[config.mk]
export PLATFORM = sky130hd
export DESIGN_NAME = rsi_slope_trend_direction_top
export DESIGN_NICKNAME = d
export VERILOG_FILES = /design/src/rtl/rstd_pkg.sv /design/src/rtl/rsi_slope_trend_direction_top.sv /design/src/rtl/rstd_ram.sv /design/src/rtl/rstd_div.sv /design/src/rtl/rstd_mul.sv
export SDC_FILE = /design/constraint.sdc
export NUM_CORES = 2
export LEC_CHECK = 0
export ABC_AREA = 1
export BUFFER_PORTS_ARGS = -buffer_cell sky130_fd_sc_hd__buf_2
export CORE_ASPECT_RATIO = 1.4
export CORE_UTILIZATION = 29
export DETAILED_ROUTE_END_ITERATION = 6
export HOLD_SLACK_MARGIN = 0.08
export PLACE_DENSITY = 0.43
export SLEW_MARGIN = 20
export SYNTH_ARGS = -nofsm -noshare
export SYNTH_HDL_FRONTEND = slang
export SYNTH_SLANG_ARGS = --single-unit
[constraint.sdc]
create_clock -name clk -period 4.6 [get_ports clk]
set_clock_uncertainty 0.1 [all_clocks]
set_input_delay 0.92 -clock clk [delete_from_list [all_inputs] [get_ports clk]]
set_output_delay 0.92 -clock clk [all_outputs]
set_load 0.02 [all_outputs]
[src/rtl/rstd_pkg.sv]
// Shared types and constants for the RSI slope trend direction block.
package rstd_pkg;

  localparam int RSI_W     = 23;
  localparam int SLOPE_W   = RSI_W + 1;
  localparam int WEIGHT_W  = 17;
  localparam int FRAC_BITS = 16;
  localparam int DIR_W     = 2;
  localparam int LEN_CFG_W = 5;
  localparam int THR_W     = 23;
  localparam int CFG_IDX_W = 2;
  localparam int CFG_DATA_W = 23;

  localparam int RSI_SCALE  = 100;
  localparam int ROUND_HALF = 32768;

  localparam logic [RSI_W-1:0]    RSI_FULL   = 23'd6553600;
  localparam logic [RSI_W-1:0]    RSI_HALF   = 23'd3276800;
  localparam logic [WEIGHT_W-1:0] WEIGHT_ONE = 17'h10000;
  localparam logic [WEIGHT_W-1:0] WEIGHT_RST = 17'd21845;
  localparam logic [LEN_CFG_W-1:0] LEN_RST   = 5'd10;
  localparam logic [THR_W-1:0]    THR_RST    = 23'd19661;

  localparam logic signed [DIR_W-1:0] DIR_UP   = 2'sb01;
  localparam logic signed [DIR_W-1:0] DIR_DOWN = 2'sb11;
  localparam logic signed [DIR_W-1:0] DIR_FLAT = 2'sb00;

  typedef enum logic [CFG_IDX_W-1:0] {
    CFG_WINDOW_LENGTH   = 2'd0,
    CFG_EMA_WEIGHT      = 2'd1,
    CFG_TREND_THRESHOLD = 2'd2
  } cfg_reg_t;

  typedef enum logic [2:0] {
    ST_IDLE,
    ST_UPDATE,
    ST_RSI,
    ST_DIV,
    ST_SLOPE,
    ST_MUL,
    ST_RESULT
  } state_t;

endpackage

[src/rtl/rsi_slope_trend_direction_top.sv]
// RSI slope trend direction: windowed gain/loss sums, serial RSI divide, slope average.
//
//   channel | handshake                 | payload
//   --------+---------------------------+-------------------------------------------
//   in      | in_valid / in_stall       | price
//   out     | out_valid / out_stall     | trend_direction, rsi_value, smoothed_slope, warmed
//   cfg     | cfg_valid / cfg_ready     | cfg_index, cfg_data
//
// First sample after reset: price latched only. Window not yet full: sums updated only.
// Full window: RSI divide, then slope; once warm also the average update (23-step serial
// divider, 17-step serial weight multiplier); no divide when the loss sum is zero.
// One item at a time; in_stall is high from the transfer until the result is
// loaded into the output register. A stalled output holds only a finished result.
// Reset (rst, synchronous) needs no clearing pass; cfg_ready is always high.
module rsi_slope_trend_direction_top #(
  parameter int MAX_WINDOW = 16,
  parameter int PRICE_BITS = 32
) (
  input  logic                                   clk,
  input  logic                                   rst,
  input  logic                                   in_valid,
  output logic                                   in_stall,
  input  logic [31:0]                            price,
  output logic                                   out_valid,
  input  logic                                   out_stall,
  output logic signed [rstd_pkg::DIR_W-1:0]      trend_direction,
  output logic [rstd_pkg::RSI_W-1:0]             rsi_value,
  output logic signed [rstd_pkg::SLOPE_W-1:0]    smoothed_slope,
  output logic                                   warmed,
  input  logic                                   cfg_valid,
  output logic                                   cfg_ready,
  input  logic [rstd_pkg::CFG_IDX_W-1:0]         cfg_index,
  input  logic [rstd_pkg::CFG_DATA_W-1:0]        cfg_data
);
  import rstd_pkg::*;

  localparam int PW      = (PRICE_BITS < 32) ? PRICE_BITS : 32;
  localparam int AW      = $clog2(MAX_WINDOW);
  localparam int LEN_W   = $clog2(MAX_WINDOW + 1);
  localparam int SUM_W   = PW + AW;
  localparam int DELTA_W = SLOPE_W + 1;
  localparam int PRW     = DELTA_W + WEIGHT_W;

  state_t state;
  state_t state_next;

  logic [LEN_CFG_W-1:0]      window_length;
  logic [WEIGHT_W-1:0]       ema_weight;
  logic [THR_W-1:0]          trend_threshold;

  logic [PW-1:0]             last_price;
  logic                      have_last;
  logic [PW-1:0]             gain;
  logic [PW-1:0]             loss;
  logic [LEN_W-1:0]          fill;
  logic [AW-1:0]             pointer;
  logic [SUM_W-1:0]          gain_sum;
  logic [SUM_W-1:0]          loss_sum;
  logic [RSI_W-1:0]          rsi_current;
  logic [RSI_W-1:0]          rsi_previous;
  logic signed [SLOPE_W-1:0] slope_average;
  logic                      is_warmed;

  logic                      accept;
  logic                      load_out;
  logic                      div_start;
  logic                      mul_start;
  logic                      rsi_full_set;
  logic                      div_done;
  logic                      mul_done;
  logic [RSI_W-1:0]          div_q;
  logic signed [PRW-1:0]     prod;

  logic [PW-1:0]             price_m;
  logic [LEN_W-1:0]          act_len;
  logic                      full;
  logic                      full_after;
  logic [LEN_W-1:0]          fill_inc;
  logic [LEN_W-1:0]          ptr_inc;
  logic [2*PW-1:0]           ram_rdata;
  logic [PW-1:0]             old_gain;
  logic [PW-1:0]             old_loss;
  logic signed [SLOPE_W-1:0] slope;
  logic signed [DELTA_W-1:0] delta;
  logic signed [PRW-1:0]     rounded;
  logic [WEIGHT_W-1:0]       weight_eff;
  logic signed [DELTA_W-1:0] avg_x;
  logic signed [DELTA_W-1:0] thr_x;
  logic signed [DIR_W-1:0]   dir;

  assign cfg_ready = 1'b1;

  always_comb begin
    price_m = price[PW-1:0];
    if (window_length == '0) begin
      act_len = LEN_W'(1);
    end else if (int'(window_length) > MAX_WINDOW) begin
      act_len = LEN_W'(MAX_WINDOW);
    end else begin
      act_len = LEN_W'(window_length);
    end
    full       = (fill >= act_len);
    fill_inc   = fill + 1'b1;
    full_after = full || (fill_inc >= act_len);
    ptr_inc    = LEN_W'(pointer) + 1'b1;
    old_gain   = ram_rdata[2*PW-1:PW];
    old_loss   = ram_rdata[PW-1:0];
    slope      = $signed({1'b0, rsi_current}) - $signed({1'b0, rsi_previous});
    delta      = {slope[SLOPE_W-1], slope} - {slope_average[SLOPE_W-1], slope_average};
    rounded    = (prod + $signed(PRW'(ROUND_HALF))) >>> FRAC_BITS;
    weight_eff = ema_weight[WEIGHT_W-1] ? WEIGHT_ONE : ema_weight;
    avg_x      = {slope_average[SLOPE_W-1], slope_average};
    thr_x      = $signed({2'b00, trend_threshold});
    dir        = DIR_FLAT;
    if (is_warmed && (avg_x > thr_x)) begin
      dir = DIR_UP;
    end else if (is_warmed && (avg_x < -thr_x)) begin
      dir = DIR_DOWN;
    end
  end

  always_ff @(posedge clk) begin
    if (rst) begin
      state <= ST_IDLE;
    end else begin
      state <= state_next;
    end
  end

  always_comb begin
    state_next   = state;
    in_stall     = (state != ST_IDLE);
    accept       = 1'b0;
    load_out     = 1'b0;
    div_start    = 1'b0;
    mul_start    = 1'b0;
    rsi_full_set = 1'b0;
    case (state)
      ST_IDLE: begin
        if (in_valid) begin
          accept     = 1'b1;
          state_next = have_last ? ST_UPDATE : ST_RESULT;
        end
      end
      ST_UPDATE: begin
        state_next = full_after ? ST_RSI : ST_RESULT;
      end
      ST_RSI: begin
        if (loss_sum == '0) begin
          rsi_full_set = 1'b1;
          state_next   = ST_SLOPE;
        end else begin
          div_start  = 1'b1;
          state_next = ST_DIV;
        end
      end
      ST_DIV: begin
        if (div_done) begin
          state_next = ST_SLOPE;
        end
      end
      ST_SLOPE: begin
        if (is_warmed) begin
          mul_start  = 1'b1;
          state_next = ST_MUL;
        end else begin
          state_next = ST_RESULT;
        end
      end
      ST_MUL: begin
        if (mul_done) begin
          state_next = ST_RESULT;
        end
      end
      ST_RESULT: begin
        if (!out_valid || !out_stall) begin
          load_out   = 1'b1;
          state_next = ST_IDLE;
        end
      end
      default: begin
        state_next = ST_IDLE;
      end
    endcase
  end

  rstd_ram #(
    .WIDTH(2 * PW),
    .DEPTH(MAX_WINDOW)
  ) u_window (
    .clk  (clk),
    .we   (state == ST_UPDATE),
    .waddr(pointer),
    .wdata({gain, loss}),
    .raddr(pointer),
    .rdata(ram_rdata)
  );

  rstd_div #(
    .SUM_W(SUM_W)
  ) u_div (
    .clk     (clk),
    .rst     (rst),
    .start   (div_start),
    .gain_sum(gain_sum),
    .loss_sum(loss_sum),
    .done    (div_done),
    .quotient(div_q)
  );

  rstd_mul #(
    .DW(DELTA_W)
  ) u_mul (
    .clk         (clk),
    .rst         (rst),
    .start       (mul_start),
    .multiplicand(delta),
    .weight      (weight_eff),
    .done        (mul_done),
    .product     (prod)
  );

  always_ff @(posedge clk) begin
    if (rst) begin
      window_length   <= LEN_RST;
      ema_weight      <= WEIGHT_RST;
      trend_threshold <= THR_RST;
      have_last       <= 1'b0;
      last_price      <= '0;
      fill            <= '0;
      pointer         <= '0;
      gain_sum        <= '0;
      loss_sum        <= '0;
      rsi_current     <= RSI_HALF;
      rsi_previous    <= RSI_HALF;
      slope_average   <= '0;
      is_warmed       <= 1'b0;
      out_valid       <= 1'b0;
    end else begin
      if (cfg_valid && cfg_ready) begin
        case (cfg_index)
          CFG_WINDOW_LENGTH: begin
            window_length <= cfg_data[LEN_CFG_W-1:0];
            fill          <= '0;
            pointer       <= '0;
            gain_sum      <= '0;
            loss_sum      <= '0;
          end
          CFG_EMA_WEIGHT: begin
            ema_weight <= cfg_data[WEIGHT_W-1:0];
          end
          CFG_TREND_THRESHOLD: begin
            trend_threshold <= cfg_data[THR_W-1:0];
          end
          default: begin
          end
        endcase
      end
      if (accept) begin
        have_last  <= 1'b1;
        last_price <= price_m;
      end
      if (state == ST_UPDATE) begin
        gain_sum <= gain_sum + SUM_W'(gain) - (full ? SUM_W'(old_gain) : '0);
        loss_sum <= loss_sum + SUM_W'(loss) - (full ? SUM_W'(old_loss) : '0);
        if (!full) begin
          fill <= fill_inc;
        end
        pointer <= (ptr_inc == act_len) ? '0 : AW'(ptr_inc);
      end
      if (rsi_full_set) begin
        rsi_previous <= rsi_current;
        rsi_current  <= RSI_FULL;
      end else if (div_done) begin
        rsi_previous <= rsi_current;
        rsi_current  <= div_q;
      end
      if ((state == ST_SLOPE) && !is_warmed) begin
        slope_average <= slope;
        is_warmed     <= 1'b1;
      end else if (mul_done) begin
        slope_average <= slope_average + rounded[SLOPE_W-1:0];
      end
      if (load_out) begin
        out_valid <= 1'b1;
      end else if (out_valid && !out_stall) begin
        out_valid <= 1'b0;
      end
    end
  end

  always_ff @(posedge clk) begin
    if (accept) begin
      gain <= (price_m > last_price) ? price_m - last_price : '0;
      loss <= (price_m < last_price) ? last_price - price_m : '0;
    end
    if (load_out) begin
      trend_direction <= dir;
      rsi_value       <= rsi_current;
      smoothed_slope  <= slope_average;
      warmed          <= is_warmed;
    end
  end

`ifndef SYNTH
  a_fill_bound: assert property (@(posedge clk) disable iff (rst)
    fill <= act_len)
    else $error("window fill beyond active length");

  a_rsi_range: assert property (@(posedge clk) disable iff (rst)
    div_done |=> rsi_current <= RSI_FULL)
    else $error("divider result above full scale");

  a_warm_from_slope: assert property (@(posedge clk) disable iff (rst)
    $rose(is_warmed) |-> $past(state) == ST_SLOPE)
    else $error("average warmed outside the slope step");

  a_mul_warm: assert property (@(posedge clk) disable iff (rst)
    mul_start |-> is_warmed)
    else $error("average update started before warm-up");
`endif

endmodule

[src/rtl/rstd_ram.sv]
// Generic single-write, single-read RAM with registered read data.
module rstd_ram #(
  parameter int WIDTH = 64,
  parameter int DEPTH = 16
) (
  input  logic                     clk,
  input  logic                     we,
  input  logic [$clog2(DEPTH)-1:0] waddr,
  input  logic [WIDTH-1:0]         wdata,
  input  logic [$clog2(DEPTH)-1:0] raddr,
  output logic [WIDTH-1:0]         rdata
);

  logic [WIDTH-1:0] mem [DEPTH];

  always_ff @(posedge clk) begin
    if (we) begin
      mem[waddr] <= wdata;
    end
    rdata <= mem[raddr];
  end

endmodule

[src/rtl/rstd_div.sv]
// Bit-serial restoring divider for RSI = 6553600 * G / (G + L).
module rstd_div #(
  parameter int SUM_W = 36
) (
  input  logic                      clk,
  input  logic                      rst,
  input  logic                      start,
  input  logic [SUM_W-1:0]          gain_sum,
  input  logic [SUM_W-1:0]          loss_sum,
  output logic                      done,
  output logic [rstd_pkg::RSI_W-1:0] quotient
);
  import rstd_pkg::*;

  localparam int MW = SUM_W + 7;
  localparam int SH = RSI_W - FRAC_BITS;
  localparam int CW = $clog2(RSI_W);

  logic              busy;
  logic [CW-1:0]     count;
  logic [SUM_W:0]    divisor;
  logic [SUM_W:0]    rem;
  logic [RSI_W-1:0]  feed;
  logic [RSI_W-1:0]  quo;

  logic [MW-1:0]     scaled;
  logic [SUM_W+1:0]  trial;
  logic [SUM_W+2:0]  diff;
  logic              fits;
  logic [SUM_W:0]    rem_next;

  always_comb begin
    scaled   = MW'(gain_sum) * MW'(RSI_SCALE);
    trial    = {rem, feed[RSI_W-1]};
    diff     = {1'b0, trial} - {2'b00, divisor};
    fits     = !diff[SUM_W+2];
    rem_next = fits ? diff[SUM_W:0] : trial[SUM_W:0];
  end

  always_ff @(posedge clk) begin
    if (rst) begin
      busy  <= 1'b0;
      done  <= 1'b0;
      count <= '0;
    end else begin
      done <= 1'b0;
      if (start) begin
        busy  <= 1'b1;
        count <= CW'(RSI_W - 1);
      end else if (busy) begin
        if (count == '0) begin
          busy <= 1'b0;
          done <= 1'b1;
        end else begin
          count <= count - 1'b1;
        end
      end
    end
  end

  always_ff @(posedge clk) begin
    if (start) begin
      divisor <= {1'b0, gain_sum} + {1'b0, loss_sum};
      rem     <= (SUM_W+1)'(scaled >> SH);
      feed    <= {scaled[SH-1:0], {FRAC_BITS{1'b0}}};
      quo     <= '0;
    end else if (busy) begin
      rem  <= rem_next;
      feed <= {feed[RSI_W-2:0], 1'b0};
      quo  <= {quo[RSI_W-2:0], fits};
    end
  end

  assign quotient = quo;

endmodule

[src/rtl/rstd_mul.sv]
// Bit-serial signed by unsigned multiplier, one weight bit per cycle, MSB first.
module rstd_mul #(
  parameter int DW = 25
) (
  input  logic                                    clk,
  input  logic                                    rst,
  input  logic                                    start,
  input  logic signed [DW-1:0]                    multiplicand,
  input  logic [rstd_pkg::WEIGHT_W-1:0]           weight,
  output logic                                    done,
  output logic signed [DW+rstd_pkg::WEIGHT_W-1:0] product
);
  import rstd_pkg::*;

  localparam int PRW = DW + WEIGHT_W;
  localparam int CW  = $clog2(WEIGHT_W);

  logic                  busy;
  logic [CW-1:0]         count;
  logic signed [PRW-1:0] mcand;
  logic [WEIGHT_W-1:0]   mplier;
  logic signed [PRW-1:0] acc;
  logic signed [PRW-1:0] acc_next;

  always_comb begin
    acc_next = (acc <<< 1) + (mplier[WEIGHT_W-1] ? mcand : '0);
  end

  always_ff @(posedge clk) begin
    if (rst) begin
      busy  <= 1'b0;
      done  <= 1'b0;
      count <= '0;
    end else begin
      done <= 1'b0;
      if (start) begin
        busy  <= 1'b1;
        count <= CW'(WEIGHT_W - 1);
      end else if (busy) begin
        if (count == '0) begin
          busy <= 1'b0;
          done <= 1'b1;
        end else begin
          count <= count - 1'b1;
        end
      end
    end
  end

  always_ff @(posedge clk) begin
    if (start) begin
      mcand  <= {{WEIGHT_W{multiplicand[DW-1]}}, multiplicand};
      mplier <= weight;
      acc    <= '0;
    end else if (busy) begin
      acc    <= acc_next;
      mplier <= {mplier[WEIGHT_W-2:0], 1'b0};
    end
  end

  assign product = acc;

endmodule

Yosys cells after proc, flatten, opt, wreduce, memory -nomap -nowiden --
Memory sizes are Yosys's and may differ from the RTL's. A register that Yosys moved wholly into a read port is not among the register bits. Cells that the tools add are included.
Storage, ports and cells: bits in registers 546, memory bits (writable) 1024, bits of input ports 62, output and inout port bits 53, memories 1
Cells by class: $add $sub $neg 18, multipliers 1, order comparisons 7, equal/unequal tests 15, muxes and demuxes 69, bitwise operators 4, reduce and logical (&&, ||, !) cells 38
Memory list:
- u_window.mem | depth 16, bits a word 64, read ports 1, clocked after memory_dff 1, wr ports 1, line rstd_ram.sv:14 | logic [WIDTH-1:0] mem [DEPTH];
Operator list (number):
- 36-bit two-way mux | 6
- 23-bit two-way mux | 6
- 36-bit by 32-bit adder with 36-bit output | 2
- 36-bit by 32-bit subtractor with 36-bit output | 2
- 32-bit two-way mux | 2
- 32-bit subtractor | 2
- 5-bit two-way mux | 12
- 17-bit two-way mux | 3
- 24-bit two-way mux | 2
- 36-bit by 5-bit multiplier with 41-bit output, second input constant | 1
- 40-bit by 17-bit adder with 40-bit output, second input constant | 1
- 40-bit adder | 1
- 40-bit two-way mux | 1
- 38-bit by 37-bit subtractor with 39-bit output | 1
- 36-bit by 36-bit adder with 37-bit output | 1
- 37-bit two-way mux | 1
- 36-bit zero test | 1
- 32-bit > comparator | 1
- 32-bit < comparator | 1
- 24-bit by 25-bit < comparator with 1-bit output | 1
- 23-bit negator with 25-bit output | 1
- 24-bit by 24-bit subtractor with 25-bit output | 1
- 24-bit adder | 1
- 24-bit > comparator | 1
- other kinds (32) | 100

Longest topological paths before layout --
depth after elaboration 7, depth in mapped cells 28, mapped depth without buffers 27

Modules after synthesis --
From an unflattened synthesis, not the netlist that was laid out.
Unflattened totals: cell total of the unflattened synthesis 12029, area, all modules 96329.9 µm²
By module, submodules not included:
- rstd_ram | times used 1, cells an instance 4210, area an instance 45285.9 µm², seq. area each 32030.7 µm²
- rsi_slope_trend_direction_top | times used 1, cells an instance 4645, area an instance 30513.0 µm², seq. area each 8107.8 µm²
- rstd_div | times used 1, cells an instance 2159, area an instance 14081.0 µm², seq. area each 2962.8 µm²
- rstd_mul | times used 1, cells an instance 1015, area an instance 6449.9 µm², seq. area each 2242.2 µm²

Worst setup path before layout --
No wires, ideal clock.
path kind register to register, from register pointer[0], to memory u_window.mem[0][0], enable pin, setup time 0.486 ns, data arrival time 4.092 ns, slack -0.078 ns, stages on the path, launching flop included 10, buffers on the path 5, period minus slack after synthesis 4.678 ns, cells stage by stage dfxtp_1 > buf_4 > buf_6 > inv_1 > buf_4 > buf_2 > buf_2 > ha_1 > nand2_1 > nor2_1
RTL lines:
- start, declared | line rsi_slope_trend_direction_top.sv:56 | logic [AW-1:0] pointer;
- start signal, assigned | line rsi_slope_trend_direction_top.sv:269 | pointer <= (ptr_inc == act_len) ? '0 : AW'(ptr_inc);
- end, declared | line rstd_ram.sv:14
No word-level cell before the write port.

Worst setup path after layout --
from register window_length[4], to register gain_sum[26]
Between the ends: cells in the longest elaborated chain, start to end 7, elaborated cells between the ends (all ways) 8, classes of those cells add/sub (1); order compare (2); mux (4); reduce/logical (1)
Ends and longest elaborated chain:
- start, declared | line rsi_slope_trend_direction_top.sv:47 | logic [LEN_CFG_W-1:0] window_length;
- start signal, assigned | line rsi_slope_trend_direction_top.sv:243 | window_length <= cfg_data[LEN_CFG_W-1:0];
- 5-bit > comparator | line rsi_slope_trend_direction_top.sv:97 | end else if (int'(window_length) > MAX_WINDOW) begin
- 5-bit two-way mux | line rsi_slope_trend_direction_top.sv:97
- 5-bit two-way mux * | line rsi_slope_trend_direction_top.sv:95 | if (window_length == '0) begin
- 5-bit >= comparator * | line rsi_slope_trend_direction_top.sv:102 | full = (fill >= act_len);
- 32-bit two-way mux * | line rsi_slope_trend_direction_top.sv:264 | gain_sum <= gain_sum + SUM_W'(gain) - (full ? SUM_W'(old_gain) : '0);
- 36-bit by 32-bit subtractor with 36-bit output * | line rsi_slope_trend_direction_top.sv:264
- 36-bit two-way mux * | line rsi_slope_trend_direction_top.sv:263 | if (state == ST_UPDATE) begin
- end signal, assigned | line rsi_slope_trend_direction_top.sv:264
- end, declared | line rsi_slope_trend_direction_top.sv:57 | logic [SUM_W-1:0] gain_sum;
Every way passes the cells marked *; elsewhere a longest branch is shown, timed or not. A chain may end at the register's enable or synchronous reset.

==> results <==
- Once layout is complete, the utilization of the core stands at 0.333.
- The overall via count from detail_route is 73200.
- TritonCTS built the clock tree.
- The count of nets left with antenna violations after detail routing is 0.
- The initial cell density of the core is 0.292.
- The top cell types in the final layout, fill and taps aside, are sky130_fd_sc_hd__nand2_1, sky130_fd_sc_hd__inv_1, sky130_fd_sc_hd__edfxtp_1.
- Once placement completed, the tool counted placed cells totaling 14600.
- The dominant synthesized flop cell is sky130_fd_sc_hd__edfxtp_1.
- The count of unique library cells instantiated by Yosys is 59.
- Of all nets on the critical path, the largest fanout is 20.
- The critical setup path kind is flip-flop to flip-flop.
- The filler cells instantiated in the layout total 32700.
- The post-placement worst setup slack is 103 ps.
- Entering global routing, the biggest net connects 177 pins.
- Detailed placement finished with a half-perimeter wire length of 240 mm.
- The final weighted congestion in routability-driven placement is 0.937.
- The relative slew slack is 0.195.
- The total nets after synthesis is 11200.
- After detailed routing, the average wire length per cell comes to 22.3 um.
- Static timing analysis puts the maximum clock frequency at 234 MHz.
- The die outline height is 664 um.
- Counting I/O delays and the setup requirement, the final critical path takes 4270 ps.
- The cell leakage power is 43.1 nW.
- The worst-case IR drop observed on VDD is 0.461 mV.
- STA puts the critical path data required time at 5190 ps.
- For this run, the register share of the synthesized area comes to 0.500.
- The floorplan step defined a die boundary enclosing 315000 sq um.
- The mean instance size in the synthesized netlist is 8.64 sq um.
- The wire length of the first global-routing pass is 486 mm.
- The initial antenna violation count is 5.
- The later-pin clock latency in the skew report is 890 ps.
- The worst path meets setup with 328 ps of slack.
- The global route total overflow is 0.
- STA classifies the critical path startpoint as a flip-flop.
- The synthesized design contains 1634 register bits.
- Setup violations remaining at the end of the flow were counted as 0.
- Clock-pin slew was measured on the worst setup and hold paths at 60 ps.
- The die width is 475 um.
- The number of hold buffers added after CTS was 0.
- The number of primary I/O pins is 115.
- In this run, the number of DRC markers left after iteration 0 of detailed routing was 4870.
- The number of placement rows is 242.
- In the routed layout, each cell is associated on average with a via count of 4.90.
- After the last flow step, the layout net total stands at 11300.
- Of the available clock period, the critical path in the final layout requires 0.929.
- The arrival time at the worst endpoint is 4860 ps.
- Clock tree synthesis found a total of 1634 sinks.
- Max-cap violations in this run came to 0.
- The sum of negative setup slack is 0 ps.
- In this run the clock root is driven by a sky130_fd_sc_hd__clkbuf_16.
- The number of enable-type register cells in the synthesized netlist is 1258.
- The cell count after synthesis is 10500.
- Once layout is complete, the cells apart from fillers number 15000.
- The worst setup path is captured at a flip-flop.
- The first TritonRoute pass finished after 6 iterations.
- Buffers placed on the I/O ports in this run total 113.
- The commonest non-fill, non-tap cell in the layout is sky130_fd_sc_hd__nand2_1.
- Of all flip-flops after synthesis, the portion carrying an async set or reset was 0.
- Summed over all layers, the routed wires come to 334 mm.
- The run finished with clean final reports.
- In this run the power density over the cells is 698 nW/um^2.
- The floorplan core area is 311000 sq um.
- The H-tree depth is 4.
- The min-delay analysis places its worst path in the category input pin to flip-flop.
- The Yosys warning count is 0.
- The transition at the pin with the smallest max-transition slack is 1190 ps.
- The count of endpoints failing hold in the final timing report is 0.
- In this run the cell area of the synthesized design comes to 90700 sq um.
- For this run, the total global-route usage over all layers was measured as 0.208.
- The signed area change from the synthesized netlist to the final layout is 14.0%.
- The fraction of layout instances using a drive strength above 1 is 0.0680.
- The buffer levels on the longest clock path is 4.
- The sum of internal, switching and leakage power is 0.0722 W.
- After detailed routing, the number of remaining DRC violations is 0.
- In this run, CTS created clock tree buffers numbering 185.
- The via count of the first global-routing pass is 73300.
- The number of max-slew violations in the final report is 0.
-- kinds of logic after synthesis --
family          Yosys count  share of synthesized area
xor+xnor                168                     0.0162
compound gates         2114                      0.127
buf+inv                1809                     0.0765
simple gates           4160                      0.189
fa+ha+maj               603                     0.0917
other cells               1                  0.0000414
flops                  1634                      0.500
-- metal layers --
layer  share of wire  wire [um]  vias to the layer above  global-route usage
met5               0          0                        -                   0
met2            0.53     176000                     1526               0.389
met3           0.032      10700                      435              0.0175
met1            0.41     136000                    35800               0.245
met4           0.034      11200                        0              0.0688
li1                -          -                    35500                   -
-- through the flow --
stage	instance area [sq um]	hold WS, ps
after CTS	103000	116
after floorplan	90700	308
final	103000	205
after detailed placement	97200	341
after global placement	97200	338
after global routing	103000	183
-- what timing repair did --
item                                   4_1_cts  5_1_grt
endpoints found under the hold margin        0        0
setup buffers                                0        1
gates resized for setup                      0        9
setup endpoints to repair                    0       24
-- worst max-delay path, stage by stage, from the launching register on --
cell and delay, ps:
sky130_fd_sc_hd__dfxtp_1 350, sky130_fd_sc_hd__nor2_1 160, sky130_fd_sc_hd__inv_1 90, sky130_fd_sc_hd__ha_1 310, sky130_fd_sc_hd__nand2_1 80, sky130_fd_sc_hd__inv_1 30, sky130_fd_sc_hd__o21ai_0 150, sky130_fd_sc_hd__nand4_1 200
sky130_fd_sc_hd__clkinv_4 180, sky130_fd_sc_hd__buf_12 170, sky130_fd_sc_hd__buf_4 130, sky130_fd_sc_hd__nor2_1 40, sky130_fd_sc_hd__fa_1 480, sky130_fd_sc_hd__inv_1 40, sky130_fd_sc_hd__ha_1 370, sky130_fd_sc_hd__nand2_1 140
sky130_fd_sc_hd__nor2_2 220, sky130_fd_sc_hd__nand2_1 190, sky130_fd_sc_hd__nor3_1 170, sky130_fd_sc_hd__nand2_1 170, sky130_fd_sc_hd__nand3_1 100, sky130_fd_sc_hd__nand2_1 60, sky130_fd_sc_hd__nand3_1 100, sky130_fd_sc_hd__a21oi_1 90
-- sequential cells by signal, indices dropped and copies added (netlist names), 36 cells and up --
name	count
u_window.mem	1024
u_mul.product	40
gain_sum	36
u_div.rem	37
u_window.rdata	64
loss_sum	36
u_div.divisor	37
-- where the power goes --
part / internal (W) / switching [W]
Clock: 0.00894 / 0.00637
Sequential: 0.0196 / 0.00251
Combinational: 0.0108 / 0.0240
-- cell usage after synthesis (3+ instances only) --
cell                       number  area share
sky130_fd_sc_hd__a211oi_1       5     0.00041
sky130_fd_sc_hd__buf_2         47      0.0026
sky130_fd_sc_hd__o21ai_1        8     0.00044
sky130_fd_sc_hd__ha_1         500       0.069
sky130_fd_sc_hd__a21oi_1      687       0.038
sky130_fd_sc_hd__nor3b_1        8     0.00066
sky130_fd_sc_hd__o22ai_1      281       0.019
sky130_fd_sc_hd__buf_1         24     0.00099
sky130_fd_sc_hd__nand3_1      403       0.022
sky130_fd_sc_hd__fa_1         103       0.023
sky130_fd_sc_hd__xnor2_1       53      0.0051
sky130_fd_sc_hd__o21a_1        32      0.0026
sky130_fd_sc_hd__clkbuf_1     237      0.0098
sky130_fd_sc_hd__dfxtp_1      376       0.083
sky130_fd_sc_hd__nor2_4         4     0.00050
sky130_fd_sc_hd__buf_4          5     0.00041
sky130_fd_sc_hd__a21boi_0      11     0.00091
sky130_fd_sc_hd__a21oi_2       27      0.0026
sky130_fd_sc_hd__or2_2         31      0.0021
sky130_fd_sc_hd__nor3_2         3     0.00033
sky130_fd_sc_hd__nand2_4        4     0.00050
sky130_fd_sc_hd__o221ai_1       5     0.00048
sky130_fd_sc_hd__nor3_1        92      0.0051
sky130_fd_sc_hd__inv_1       1477       0.061
sky130_fd_sc_hd__o21bai_1      53      0.0044
sky130_fd_sc_hd__a31oi_1       12     0.00083
sky130_fd_sc_hd__inv_2          9     0.00037
sky130_fd_sc_hd__or2_0          8     0.00055
sky130_fd_sc_hd__nand2_2       11     0.00076
sky130_fd_sc_hd__xor2_1       115       0.011
sky130_fd_sc_hd__nand4_1      166       0.011
sky130_fd_sc_hd__o21ai_0      934       0.052
sky130_fd_sc_hd__buf_6          6     0.00075
sky130_fd_sc_hd__a21o_1        25      0.0021
sky130_fd_sc_hd__nand2_1     2151       0.089
sky130_fd_sc_hd__nand3_2        8     0.00088
sky130_fd_sc_hd__a22o_1         7     0.00068
sky130_fd_sc_hd__nor2_2         9     0.00062
sky130_fd_sc_hd__nor2_1      1208       0.050
sky130_fd_sc_hd__and2_1         8     0.00055
sky130_fd_sc_hd__nand3b_1      33      0.0027
sky130_fd_sc_hd__edfxtp_1    1258        0.42
sky130_fd_sc_hd__o211ai_1      17      0.0014
sky130_fd_sc_hd__nor4_1         8     0.00055
-- final timing paths --
check,from,to,slack [ps],cells past startpoint
worst max-delay path,window_length[4],gain_sum[26],330,23
worst min-delay path,cfg_data[12],ema_weight[12],210,3
worst max register to register,window_length[4],gain_sum[26],330,23
worst min register to register,ema_weight[1],ema_weight[1],350,2
-- layout make-up --
cell class              instances  area (sq um)  area share
clock inverters                98          1070      0.0103
multi-input cells            7046         38600       0.373
repair buffers                306          2520      0.0243
diodes                          5          12.5    0.000121
inverters                    1486          5600      0.0542
flip-flops and latches       1634         45300       0.438
clock buffers                 236          5080      0.0491
well taps                    4148          5190      0.0502
No activity file was read; power rests on OpenSTA's default activity.
